### src/hdl/osm_pkg.sv
// shared types and constants of the offset to segment mapper
// no dependencies; imported by every module of the block
package osm_pkg;

   // command codes on the request sideband
   localparam logic [1:0] CMD_CLEAR  = 2'd0;
   localparam logic [1:0] CMD_APPEND = 2'd1;
   localparam logic [1:0] CMD_QUERY  = 2'd2;

   // request and response bus widths
   localparam int REQ_DATA_W = 120;
   localparam int RSP_DATA_W = 64;

   // working length width: the span can grow by a full 32-bit gap per inverted region
   localparam int LEN_W = 40;

   // command queue between front and back
   localparam int Q_DEPTH = 4;
   localparam int Q_PTR_W = 2;

   // classified operation kinds
   typedef enum logic [1:0] {
      OP_CLEAR,
      OP_APPEND,
      OP_QUERY
   } op_kind_type;

   // one classified word as it travels through the queue
   typedef struct packed {
      op_kind_type  kind;
      logic [31:0]  region_start;
      logic [31:0]  region_end;
      logic [31:0]  rel_offset;
      logic [15:0]  span_length;
      logic         minus_strand;
   } op_type;

   // back end sequencer states
   typedef enum logic [3:0] {
      ST_IDLE = 4'b0001,
      ST_READ = 4'b0010,
      ST_EVAL = 4'b0100,
      ST_ERR  = 4'b1000
   } state_type;

endpackage

### src/hdl/osm_queue.sv
// short queue of classified words between front and back end
// depends on osm_pkg
module osm_queue
   import osm_pkg::*;
(
   input  logic   clock,
   input  logic   reset,
   input  logic   push_valid,
   input  op_type push_op,
   output logic   q_full,
   output logic   pop_valid,
   input  logic   pop_ready,
   output op_type pop_op
);

   op_type             entry_ff [Q_DEPTH];
   logic [Q_PTR_W-1:0] wr_ptr_ff, wr_ptr_in;
   logic [Q_PTR_W-1:0] rd_ptr_ff, rd_ptr_in;
   logic [Q_PTR_W:0]   fill_ff, fill_in;
   logic               do_push, do_pop;

   assign q_full    = (fill_ff == (Q_PTR_W+1)'(Q_DEPTH));
   assign pop_valid = (fill_ff != '0);
   assign pop_op    = entry_ff[rd_ptr_ff];
   assign do_push   = push_valid & ~q_full;
   assign do_pop    = pop_valid & pop_ready;

   // pointer and fill bookkeeping
   always_comb begin
      wr_ptr_in = do_push ? wr_ptr_ff + 1'b1 : wr_ptr_ff;
      rd_ptr_in = do_pop ? rd_ptr_ff + 1'b1 : rd_ptr_ff;
      fill_in   = fill_ff;
      if (do_push && !do_pop) begin
         fill_in = fill_ff + 1'b1;
      end else if (!do_push && do_pop) begin
         fill_in = fill_ff - 1'b1;
      end
   end

   always_ff @(posedge clock) begin
      if (reset) begin
         wr_ptr_ff <= '0;
         rd_ptr_ff <= '0;
         fill_ff   <= '0;
      end else begin
         wr_ptr_ff <= wr_ptr_in;
         rd_ptr_ff <= rd_ptr_in;
         fill_ff   <= fill_in;
      end
   end

   // entry storage
   always_ff @(posedge clock) begin
      if (do_push) begin
         entry_ff[wr_ptr_ff] <= push_op;
      end
   end

endmodule

### config.mk
export PLATFORM = sky130hd
export DESIGN_NAME = osm_queue
export DESIGN_NICKNAME = d
export VERILOG_FILES = /design/src/hdl/osm_pkg.sv /design/src/hdl/osm_queue.sv
export SDC_FILE = /design/constraint.sdc
export NUM_CORES = 1
export LEC_CHECK = 0
export BUFFER_PORTS_ARGS = -buffer_cell sky130_fd_sc_hd__buf_2
export CAP_MARGIN = 25
export CORE_UTILIZATION = 50
export DETAILED_ROUTE_END_ITERATION = 7
export GPL_TIMING_DRIVEN = 1
export HOLD_SLACK_MARGIN = 0.1
export PLACE_DENSITY = 0.74
export SLEW_MARGIN = 10
export SYNTH_ARGS = -nofsm -noshare
export SYNTH_HDL_FRONTEND = slang
export SYNTH_SLANG_ARGS = --single-unit
### constraint.sdc
create_clock -name clock -period 9.7 [get_ports clock]
set_input_delay 1.455 -clock clock [delete_from_list [all_inputs] [get_ports clock]]
set_output_delay 1.455 -clock clock [all_outputs]
set_load 0.01 [all_outputs]
==> metrics.yaml <==
status: "finished, final reports clean"
synth_cell_types: 20
wirelength_um: 31100
fmax_mhz: 220
fin_tns_setup_ns: 0
ys_seq_elements: 469
htreeDepth: 2
reg2reg_depth: 4
fin_crit_ns: 4.54
netlist_area_mm2: 0.0170
muxShareOfSynthArea_pct: 15.3
cts_hold_buf: 0
period_share_pct: 46.8
synth-simple-area-share_pct: 0.507
syn_avg_cell_area_um2: 26.2
synth_xor_area_share_pct: 0.206
drv_slew: 0
worst_pin_slew_ns: 0.972
rows: 67
dieArea_mm2: 0.0348
critical_path_required_ns: 8.25
synth-seq-area-share_pct: 82.2
min_path_cells: 2
maxCapViolCount: 0
hold_path.startpoint: "wr_ptr_ff[1]"
grt-ovfl-total: 0
drc: 0
core-area_mm2: 0.0335
synth_top_family_by_area: "multiplexers"
die_x_um: 187
num_vias: 7668
grt_util_met3_pct: 4.72
cts_resized: 0
max_slew_margin_pct: 35.2
cp_max_fo: 44
grt_max_degree: 66
rsz0062_at_grt: "false"
cts_max_path_buffers: 3
hold_path.class: "reg2reg"
criticalPathCategory: "reg2out"
pre_cts_slack_ns: 5.58
hold_viol_final: 0
io_pins: 236
grt_use_met1_pct: 24.2
start_kind: "flop"
synthesis.nets: 774
syn_to_final_growth_pct: 18.3
antenna_left: 0
hold_end: "wr_ptr_ff[1]"
setup_ws_ns: 5.16
setup_viol: 0
synth_cells: 649
dp_cells: 1312
r2r_end: "entry_ff[2][73]"
power.leakage_nw: 6.72
crit_path_end_kind: "output pin"
antenna_found_initial: 4
post_cts_buffers: 0
drtIter0Drc: 470
clk_pin_slew_worst_paths_ns: 0.06
synth_compound_area_share_pct: 0.213
grt_pass1_vias: 8189
grt_usage_pct: 18.0
grt_use_met2_pct: 29.5
layout-drive-gt1-share_pct: 44.9
gp_congestion: 0.710
wl_per_cell_um: 22.2
numCtsBuffers: 46
yosys_warnings: 0
fillers: 2365
fin_area_mm2: 0.0201
hpwlAfterDp_um: 18200
ir_drop_uv: 165
fin_cells: 1399
firstDrtPassIters: 4
worst_ep_arrival_time_ns: 3.08
rrSetupSlack_ns: 6.67
rr_startpoint: "fill_ff[0]"
die_y_um: 187
clock_sink_count: 469
fin_total_pwr_mw: 5.30
grt.busiest_layer: "met2"
grt_pass1_wl_um: 47500
synth-adder-area-share_pct: 0.485
cts_tree: "done"
multiInputGateArea_mm2: 0.00286
p_per_area_mw_per_mm2: 263
initial_core_util_pct: 50.8
portBuffers: 235
place_area_mm2: 0.0187
drt-vias-per-instance: 5.48
cts-root-buf: "clkbuf_16"
clock_latency_ns: 0.54
regArea_mm2: 0.0140
clock_skew_ns: 0.00977
num-nets-final: 1039
-- report_power, final --
| part | switching (mW) | internal (mW) | leakage, nW |
|---|---|---|---|
| logic | 0.553 | 0.550 | 1.73 |
| clock network | 0.690 | 0.966 | 0.703 |
| registers | 0.107 | 2.44 | 4.29 |
| total | 1.35 | 3.95 | 6.72 |
-- registers in the layout, summed over array words and instances, names as in the netlist, named ones only --
register,flops
entry_ff,460
fill_ff,3
wr_ptr_ff,2
rd_ptr_ff,2
-- worst max-delay path, stage by stage, from the launching register on --
cell	delay, ns
dfxtp_4	0.91
buf_4	0.82
mux4_2	0.61
buf_2	0.16
-- synth_stat cells --
cell type / count / share of area, %
a21oi_1: 2 / 0.059
and2_1: 4 / 0.15
buf_2: 13 / 0.38
buf_6: 7 / 0.46
clkbuf_1: 7 / 0.15
dfxtp_1: 9 / 1.1
edfxtp_1: 460 / 81
fa_1: 1 / 0.12
ha_1: 5 / 0.37
inv_1: 4 / 0.088
mux2i_1: 2 / 0.12
mux4_2: 115 / 15
nand2b_1: 2 / 0.073
nor2_1: 6 / 0.13
nor3b_1: 1 / 0.044
o21ai_0: 2 / 0.059
o311ai_0: 1 / 0.051
o31ai_1: 1 / 0.044
or3_1: 3 / 0.11
xor2_1: 4 / 0.21
-- cells by family after synthesis --
family          Yosys count
flops                   469
fa+ha+maj                 6
mux                     117
compound gates            6
xor+xnor                  4
buf+inv                  31
simple gates             16
-- cell usage in the layout, fill, tap and decap left out, drive strengths merged --
cell	netlist	routed
mux2i	2	2
a21oi	2	2
inv	4	4
o21ai	2	2
bufinv	0	2
dfxtp	9	9
o311ai	1	1
nand2b	2	2
fa	1	1
diode	0	2
edfxtp	460	460
xor2	4	4
ha	5	5
buf	20	244
mux4	115	115
clkbuf	7	57
clkinv	0	24
o31ai	1	1
nor2	6	6
nor3b	1	1
and2	4	4
or3	3	3
-- stage by stage --
step | util, % | hold WS [ns]
final | 60.1 | 0.525
after global routing | 60.1 | 0.555
after CTS | 59.9 | 0.528
after detailed placement | 55.7 | 0.513
after global placement | 55.7 | 0.509
after floorplan | - | 0.482
-- area by class of cell --
| type | count | area share, % |
|---|---|---|
| Tap cell | 448 | 2.78 |
| Clock inverter | 26 | 0.807 |
| Sequential cell | 469 | 69.5 |
| Clock buffer | 57 | 6.24 |
| Antenna cell | 2 | 0.0248 |
| Multi-Input combinational cell | 149 | 14.2 |
| Inverter | 4 | 0.0745 |
| Timing Repair Buffer | 244 | 6.37 |
-- layer usage --
metal / up-vias / part of all wire (%)
met2: 262 / 50
met1: 4015 / 41
met4: 6 / 1.9
met3: 50 / 7.1
met5: - / 0.13
li1: 3335 / -
-- how the worst max path moves through the flow --
| stage | slack, ns | to | cells past startpoint | from |
|---|---|---|---|---|
| after floorplan | 4.77 | entry_ff[0][0] | 3 | push_valid |
| after global placement | 5.57 | pop_op[32] | 3 | flop |
| after detailed placement | 5.58 | pop_op[32] | 3 | flop |
| after CTS | 4.97 | pop_op[75] | 3 | flop |
| after global routing | 4.82 | pop_op[74] | 3 | flop |
| final | 5.16 | pop_op[75] | 3 | flop |
No activity file was read; power rests on OpenSTA's default activity.
