**src/hdl/osm_pkg.sv**
```systemverilog
// shared types and constants of the offset to segment mapper
// no dependencies; imported by every module of the block
package osm_pkg;

   // command codes on the request sideband
   localparam logic [1:0] CMD_CLEAR  = 2'd0;
   localparam logic [1:0] CMD_APPEND = 2'd1;
   localparam logic [1:0] CMD_QUERY  = 2'd2;

   // request and response bus widths
   localparam int REQ_DATA_W = 120;
   localparam int RSP_DATA_W = 64;

   // working length width: the span can grow by a full 32-bit gap per inverted region
   localparam int LEN_W = 40;

   // command queue between front and back
   localparam int Q_DEPTH = 4;
   localparam int Q_PTR_W = 2;

   // classified operation kinds
   typedef enum logic [1:0] {
      OP_CLEAR,
      OP_APPEND,
      OP_QUERY
   } op_kind_type;

   // one classified word as it travels through the queue
   typedef struct packed {
      op_kind_type  kind;
      logic [31:0]  region_start;
      logic [31:0]  region_end;
      logic [31:0]  rel_offset;
      logic [15:0]  span_length;
      logic         minus_strand;
   } op_type;

   // back end sequencer states
   typedef enum logic [3:0] {
      ST_IDLE = 4'b0001,
      ST_READ = 4'b0010,
      ST_EVAL = 4'b0100,
      ST_ERR  = 4'b1000
   } state_type;

endpackage

```
**src/hdl/osm_back.sv**
```systemverilog
// back end: region table, walk sequencer and response register
// depends on osm_pkg
module osm_back
   import osm_pkg::*;
#(
   parameter int MAX_REGIONS = 64
)
(
   input  logic                  clock,
   input  logic                  reset,
   input  logic                  pop_valid,
   output logic                  pop_ready,
   input  op_type                pop_op,
   output logic                  rsp_tvalid,
   input  logic                  rsp_tready,
   output logic [RSP_DATA_W-1:0] rsp_tdata,
   output logic                  rsp_tlast,
   output logic [0:0]            rsp_tuser
);

   localparam int CNT_W = $clog2(MAX_REGIONS + 1);
   localparam int IDX_W = (MAX_REGIONS > 1) ? $clog2(MAX_REGIONS) : 1;
   localparam logic [CNT_W-1:0] MAX_CNT = CNT_W'(MAX_REGIONS);

   // region table
   logic [31:0] start_mem [MAX_REGIONS];
   logic [31:0] end_mem   [MAX_REGIONS];
   logic [31:0] rd_s_ff, rd_e_ff;

   // control state
   state_type         state_ff, state_in;
   logic [CNT_W-1:0]  count_ff, count_in;
   logic              out_valid_ff, out_valid_in;

   // walk state
   logic [IDX_W-1:0]  k_ff, k_in;
   logic [31:0]       rem_ff, rem_in;
   logic [LEN_W-1:0]  len_ff, len_in;
   logic [31:0]       pos_ff, pos_in;
   logic              span_ph_ff, span_ph_in;
   logic              emit_ff, emit_in;
   logic              fresh_ff, fresh_in;
   logic              minus_ff, minus_in;
   logic [31:0]       qoff_ff, qoff_in;
   logic [15:0]       qspan_ff, qspan_in;

   // response payload
   logic [31:0]       out_start_ff, out_start_in;
   logic [31:0]       out_end_ff, out_end_in;
   logic              out_last_ff, out_last_in;
   logic              out_err_ff, out_err_in;
   logic              load;

   // helpers
   logic              out_free;
   logic              do_append;
   logic [CNT_W-1:0]  last_idx;
   logic [IDX_W-1:0]  k_first, k_step;
   logic              at_edge;
   logic [31:0]       seg_len;
   logic [31:0]       pos_eff;
   logic [LEN_W-1:0]  pl, sl, new_len;
   logic              over;

   assign out_free  = ~out_valid_ff | rsp_tready;
   assign pop_ready = (state_ff == ST_IDLE);
   assign do_append = pop_ready & pop_valid & (pop_op.kind == OP_APPEND) &
                      (count_ff != MAX_CNT);

   // walk direction and table edge
   assign last_idx = count_ff - 1'b1;
   assign k_first  = pop_op.minus_strand ? last_idx[IDX_W-1:0] : '0;
   assign k_step   = minus_ff ? k_ff - 1'b1 : k_ff + 1'b1;
   assign at_edge  = minus_ff ? (k_ff == '0) : (CNT_W'(k_ff) == last_idx);

   // region length, inverted regions count as zero
   assign seg_len = (rd_e_ff >= rd_s_ff) ? rd_e_ff - rd_s_ff : '0;

   // span arithmetic for the current region
   assign pos_eff = fresh_ff ? (minus_ff ? rd_e_ff : rd_s_ff) : pos_ff;
   assign pl      = LEN_W'(pos_eff) + len_ff;
   assign sl      = LEN_W'(rd_s_ff) + len_ff;
   always_comb begin
      if (minus_ff) begin
         over    = LEN_W'(pos_eff) < sl;
         new_len = sl - LEN_W'(pos_eff);
      end else begin
         over    = pl > LEN_W'(rd_e_ff);
         new_len = pl - LEN_W'(rd_e_ff);
      end
   end

   // sequencer
   always_comb begin
      state_in     = state_ff;
      count_in     = count_ff;
      k_in         = k_ff;
      rem_in       = rem_ff;
      len_in       = len_ff;
      pos_in       = pos_ff;
      span_ph_in   = span_ph_ff;
      emit_in      = emit_ff;
      fresh_in     = fresh_ff;
      minus_in     = minus_ff;
      qoff_in      = qoff_ff;
      qspan_in     = qspan_ff;
      load         = 1'b0;
      out_start_in = out_start_ff;
      out_end_in   = out_end_ff;
      out_last_in  = out_last_ff;
      out_err_in   = out_err_ff;
      case (state_ff)
         ST_IDLE: begin
            if (pop_valid) begin
               case (pop_op.kind)
                  OP_CLEAR: begin
                     count_in = '0;
                  end
                  OP_APPEND: begin
                     if (do_append) begin
                        count_in = count_ff + 1'b1;
                     end
                  end
                  OP_QUERY: begin
                     minus_in   = pop_op.minus_strand;
                     qoff_in    = pop_op.rel_offset;
                     qspan_in   = pop_op.span_length;
                     rem_in     = pop_op.rel_offset;
                     len_in     = LEN_W'(pop_op.span_length);
                     k_in       = k_first;
                     span_ph_in = 1'b0;
                     fresh_in   = 1'b0;
                     emit_in    = 1'b0;
                     state_in   = (count_ff == '0) ? ST_ERR : ST_READ;
                  end
                  default: begin
                  end
               endcase
            end
         end
         ST_READ: begin
            state_in = ST_EVAL;
         end
         ST_EVAL: begin
            if (!span_ph_ff) begin
               // skip whole regions until the offset fits
               if (rem_ff > seg_len) begin
                  rem_in = rem_ff - seg_len;
                  if (at_edge) begin
                     state_in = ST_ERR;
                  end else begin
                     k_in     = k_step;
                     state_in = ST_READ;
                  end
               end else begin
                  pos_in     = minus_ff ? rd_e_ff - rem_ff : rd_s_ff + rem_ff;
                  fresh_in   = 1'b0;
                  span_ph_in = 1'b1;
               end
            end else if (over) begin
               // segment closes at the region boundary
               if (!emit_ff || out_free) begin
                  if (emit_ff) begin
                     load         = 1'b1;
                     out_start_in = minus_ff ? rd_s_ff : pos_eff;
                     out_end_in   = minus_ff ? pos_eff : rd_e_ff;
                     out_last_in  = 1'b0;
                     out_err_in   = 1'b0;
                  end
                  len_in = new_len;
                  if (at_edge) begin
                     state_in = ST_ERR;
                  end else begin
                     k_in     = k_step;
                     fresh_in = 1'b1;
                     state_in = ST_READ;
                  end
               end
            end else if (emit_ff) begin
               // final segment of the query
               if (out_free) begin
                  load         = 1'b1;
                  out_start_in = minus_ff ? pos_eff - len_ff[31:0] : pos_eff;
                  out_end_in   = minus_ff ? pos_eff : pl[31:0];
                  out_last_in  = 1'b1;
                  out_err_in   = 1'b0;
                  state_in     = ST_IDLE;
               end
            end else begin
               // check walk fits the table: walk again and emit
               emit_in    = 1'b1;
               rem_in     = qoff_ff;
               len_in     = LEN_W'(qspan_ff);
               k_in       = minus_ff ? last_idx[IDX_W-1:0] : '0;
               span_ph_in = 1'b0;
               fresh_in   = 1'b0;
               state_in   = ST_READ;
            end
         end
         ST_ERR: begin
            if (out_free) begin
               load         = 1'b1;
               out_start_in = '0;
               out_end_in   = '0;
               out_last_in  = 1'b1;
               out_err_in   = 1'b1;
               state_in     = ST_IDLE;
            end
         end
         default: begin
            state_in = ST_IDLE;
         end
      endcase
   end

   assign out_valid_in = load | (out_valid_ff & ~rsp_tready);

   // control registers
   always_ff @(posedge clock) begin
      if (reset) begin
         state_ff     <= ST_IDLE;
         count_ff     <= '0;
         out_valid_ff <= 1'b0;
      end else begin
         state_ff     <= state_in;
         count_ff     <= count_in;
         out_valid_ff <= out_valid_in;
      end
   end

   // walk and payload registers
   always_ff @(posedge clock) begin
      k_ff         <= k_in;
      rem_ff       <= rem_in;
      len_ff       <= len_in;
      pos_ff       <= pos_in;
      span_ph_ff   <= span_ph_in;
      emit_ff      <= emit_in;
      fresh_ff     <= fresh_in;
      minus_ff     <= minus_in;
      qoff_ff      <= qoff_in;
      qspan_ff     <= qspan_in;
      out_start_ff <= out_start_in;
      out_end_ff   <= out_end_in;
      out_last_ff  <= out_last_in;
      out_err_ff   <= out_err_in;
   end

   // table write on append, registered read while walking
   always_ff @(posedge clock) begin
      if (do_append) begin
         start_mem[count_ff[IDX_W-1:0]] <= pop_op.region_start;
         end_mem[count_ff[IDX_W-1:0]]   <= pop_op.region_end;
      end
      if (state_ff == ST_READ) begin
         rd_s_ff <= start_mem[k_ff];
         rd_e_ff <= end_mem[k_ff];
      end
   end

   assign rsp_tvalid = out_valid_ff;
   assign rsp_tdata  = {out_end_ff, out_start_ff};
   assign rsp_tlast  = out_last_ff;
   assign rsp_tuser  = out_err_ff;

endmodule

```
**config.mk**
```make
export PLATFORM = sky130hd
export DESIGN_NAME = osm_back
export DESIGN_NICKNAME = d
export VERILOG_FILES = /design/src/hdl/osm_pkg.sv /design/src/hdl/osm_back.sv
export SDC_FILE = /design/constraint.sdc
export NUM_CORES = 2
export LEC_CHECK = 0
export BUFFER_PORTS_ARGS = -buffer_cell sky130_fd_sc_hd__buf_2
export CAP_MARGIN = 20
export CORE_ASPECT_RATIO = 1.4
export CORE_MARGIN = 8
export CORE_UTILIZATION = 42
export CTS_BUF_LIST = sky130_fd_sc_hd__clkbuf_16
export DETAILED_ROUTE_END_ITERATION = 10
export PLACE_DENSITY = 0.62
export RECOVER_POWER = 25
export SLEW_MARGIN = 20
export SYNTH_ARGS = -nofsm -noshare
export SYNTH_HDL_FRONTEND = slang
export SYNTH_SLANG_ARGS = --single-unit
export TNS_END_PERCENT = 30
```
**constraint.sdc**
```tcl
create_clock -name clock -period 23.3 [get_ports clock]
set_input_delay 4.66 -clock clock [delete_from_list [all_inputs] [get_ports clock]]
set_output_delay 4.66 -clock clock [all_outputs]
set_load 0.1 [all_outputs]
```
==> metrics.md <==
| Metric | Value |
|---|---|
| Initial Util | `0.421` |
| RSZ-0062 raised after global routing | `no` |
| Sw Ratio | `0.217` |
| Ports | `approximately 190` |
| DIE WIDTH | `roughly 580 µm` |
| Final hold violations | `0` |
| Largest net degree at the start of global routing | `between 100 and 150` |
| Most used DFF post-synth | `edfxtp_1` |
| ANT nets after route | `0` |
| Leading area contributor after synthesis | `edfxtp_1` |
| Final Non-Filler Cells | `approximately 17k` |
| Slowest CP cell | `clkbuf_1` |
| Clk root buf | `clkbuf_16` |
| Peak Freq | `between 60 and 70 MHz` |
| Vias in the first global route | `roughly 100k` |
| Commonest cells in the synthesized netlist | `edfxtp_1, mux4_2, a21oi_1, mux2i_1, nor2_1` |
| Power density over the cells | `approximately 80 nW/µm²` |
| Share of post-route cells with drive strength above 1 | `0.186` |
| Vias after detailed routing | `~100k` |
| Fillcell total | `36.7k` |
| Worst hold path class | `register to register` |
| Largest stage delay, worst path | `4.37 ns` |
| Final Max Slew Viols | `roughly 3.4k` |
| Critical path arrival | `~15 ns` |
| CTS H-tree depth | `5` |
| Die Y-Extent | `between 700 and 800 µm` |
| CTS buffer count | `approximately 400` |
| Area occupied by registers | `132000 µm²` |
| Net Count, Synth | `roughly 11k` |
| Via density | `about 6.2` |
| Total GRT Usage | `0.261` |
| Post-synth cell types | `87` |
| Final clock skew | `between 0.08 and 0.09 ns` |
| Endpoint type of the worst setup path | `register` |
| Leak pwr | `roughly 68 nW` |
| Crit-path max FO | `106` |
| Required @ worst endpoint | `around 24 ns` |
| Count leader, synth | `edfxtp_1` |
| Clock share of power | `0.413` |
| Sum of negative setup slack | `0 ns` |
| Gate power share | `0.046` |
| Fin crit share | `0.630` |
| Routed length per instance | `~37 µm` |
| Worst setup SP type | `register` |
| Top cells by area, synth | `edfxtp_1, mux4_2, mux2i_1` |
| Seq cells post-synth | `4400` |
| Initial antenna violation count | `between 80 and 90` |
| Clk Latency, worst-skew pair | `0.96 ns` |
| Clock Sinks | `4400` |
| Kind of critical path | `register to register` |
| Die footprint | `461000 µm²` |
| Num rows | `about 290` |
| 1st-iter DRT viols | `roughly 12k` |
| CTS max path bufs | `4` |
| Clk slew on worst S/H paths | `0.06 ns` |
| # nets final | `11.0k` |
| WL final | `just over 600000 µm` |
| Number of I/O port buffers | `186` |
| Post-synth EDFFs | `around 4.4k` |
| Final Util | `0.472` |
| Fin Hold WS | `~0.56 ns` |
| Post-Synthesis Cells | `10.2k` |
| Max cap viols | `55` |
| Total power | `16.2 mW` |
| Syn-to-layout area delta | `12.2%` |
| Failing checks | `max-capacitance violations, max-slew violations` |
| Post-synthesis cell area | `between 150000 and 200000 µm²` |
| Syn Area/Cell | `around 18 µm²` |
| Least-Margin Pin Slew | `6.16 ns` |
| Slew headroom | `-3.11` |
| Tmin final | `approximately 15 ns` |
| First-pass GRT wire length | `~840000 µm` |
| Peak supply drop | `about 69 µV` |
| Area occupied by multi-input gates | `49900 µm²` |
| Core box area | `~440000 µm²` |
| Outcome | `complete, but fails checks` |
| Post-CTS sizing | `0` |
| GPL Wtd Cong | `0.954` |
| Sequential share of the synthesized area | `0.716` |
| Drt drc | `0` |
| Grt total ovfl | `0` |
| Setup WS post-layout | `between 8 and 9 ns` |
| DRT Pass-1 Iters | `6` |
| Yosys warning count | `0` |
| Setup Viol. Count Final | `0` |
| Final instance area | `roughly 210000 µm²` |
| Post-DP HPWL | `between 400000 and 500000 µm` |
| NetSw | `3.50 mW` |
| Register share of total power | `0.541` |
| CTS tree | `yes` |
| Ys async rst share | `0` |
| Placed Instance Area | `between 150000 and 200000 µm²` |
| Synth top area share | `0.715` |
| Post-placement setup slack | `between 10 and 15 ns` |
| Setup Fix Bufs, Post-CTS | `0` |
| # hold bufs at CTS | `0` |
| Placed cells | `roughly 16k` |
| Internal power | `between 10 and 15 mW` |
| Reg2Reg Setup Slack | `about 8.6 ns` |
-- routing by layer --
metal | track usage | up-vias | share of wire | wire length [µm]
li1 | - | 42600 | - | -
met1 | 0.304 | 55000 | 0.35 | 214000
met2 | 0.458 | 5166 | 0.51 | 315000
met3 | 0.0458 | 1184 | 0.077 | 47200
met4 | 0.145 | 14 | 0.064 | 39400
met5 | 0 | - | 0.00016 | 101
-- state kept, by name (all words and copies together), names as in the netlist --
name	cells
end_mem	2048
rd_s_ff	32
rem_ff	32
pos_ff	32
k_ff	6
out_end_ff	32
fresh_ff	1
span_ph_ff	1
rsp_tuser	1
emit_ff	1
rsp_tvalid	1
state_ff	4
qspan_ff	16
out_start_ff	32
rd_e_ff	32
start_mem	2048
count_ff	7
qoff_ff	32
rsp_tlast	1
len_ff	40
minus_ff	1
-- power groups by stage --
stage	Sequential [mW]	Clock [mW]	Combinational (mW)
2_1_floorplan	8.89	0	0.378
3_3_place_gp	8.89	0	0.730
3_5_place_dp	8.89	0	0.740
4_1_cts	8.72	6.77	0.742
5_1_grt	8.73	7.04	0.781
6_report	8.73	6.68	0.739
-- cells by family (layout without fill, tap and decap cells) --
logic type                 count (synthesis)  in the layout  synth area share
xor gates and xnor gates                 277            277            0.0132
other                                      0             82                 0
and+or+nand+nor                         1139           1139            0.0284
buffers and inverters                    790           1517            0.0166
muxes                                   1451           1451             0.140
DFF                                     4400           4400             0.716
adders and majority gates                301            301            0.0208
AOI/OAI and AO/OA                       1866           1866            0.0645
-- path summary, 6_finish.rpt --
path / start / end / depth (start not counted)
min: count_ff[1] / count_ff[1] / 2
min reg2reg: count_ff[1] / count_ff[1] / 2
max reg2reg: minus_ff / len_ff[35] / 32
max: minus_ff / len_ff[35] / 32
-- cells in the final DEF (no fill, tap or decap), drive strengths merged, types with 82 or more instances in the layout --
cell type  instances
a21o             146
a21oi            563
buf              412
clkbuf           508
clkinv           165
diode             82
edfxtp          4388
ha               291
inv              361
mux2i            533
mux4             907
nand2            260
nor2             465
o21ai            352
o221ai           240
o22ai            220
xnor2            187
xor2              90
-- critical path, delay by kind of cell (launching register included) --
kind,cells,cell delay [ns]
AND/OR/NAND/NOR,8,1.57
adder cells (fa/ha/maj),2,0.86
buffers and inverters,7,7.13
flip-flops,1,0.33
XOR/XNOR,1,0.17
AO/OA/AOI/OAI,14,3.99
-- area by class of cell --
class / instances / area share
inverters: 271 / 0.00498
repair buffers: 512 / 0.0164
clock inverters: 326 / 0.0141
clock buffers: 408 / 0.0493
flip-flops and latches: 4400 / 0.638
diodes: 82 / 0.000992
well taps: 5800 / 0.0351
multi-input cells: 5034 / 0.241
(Power assumes the default switching activity.)
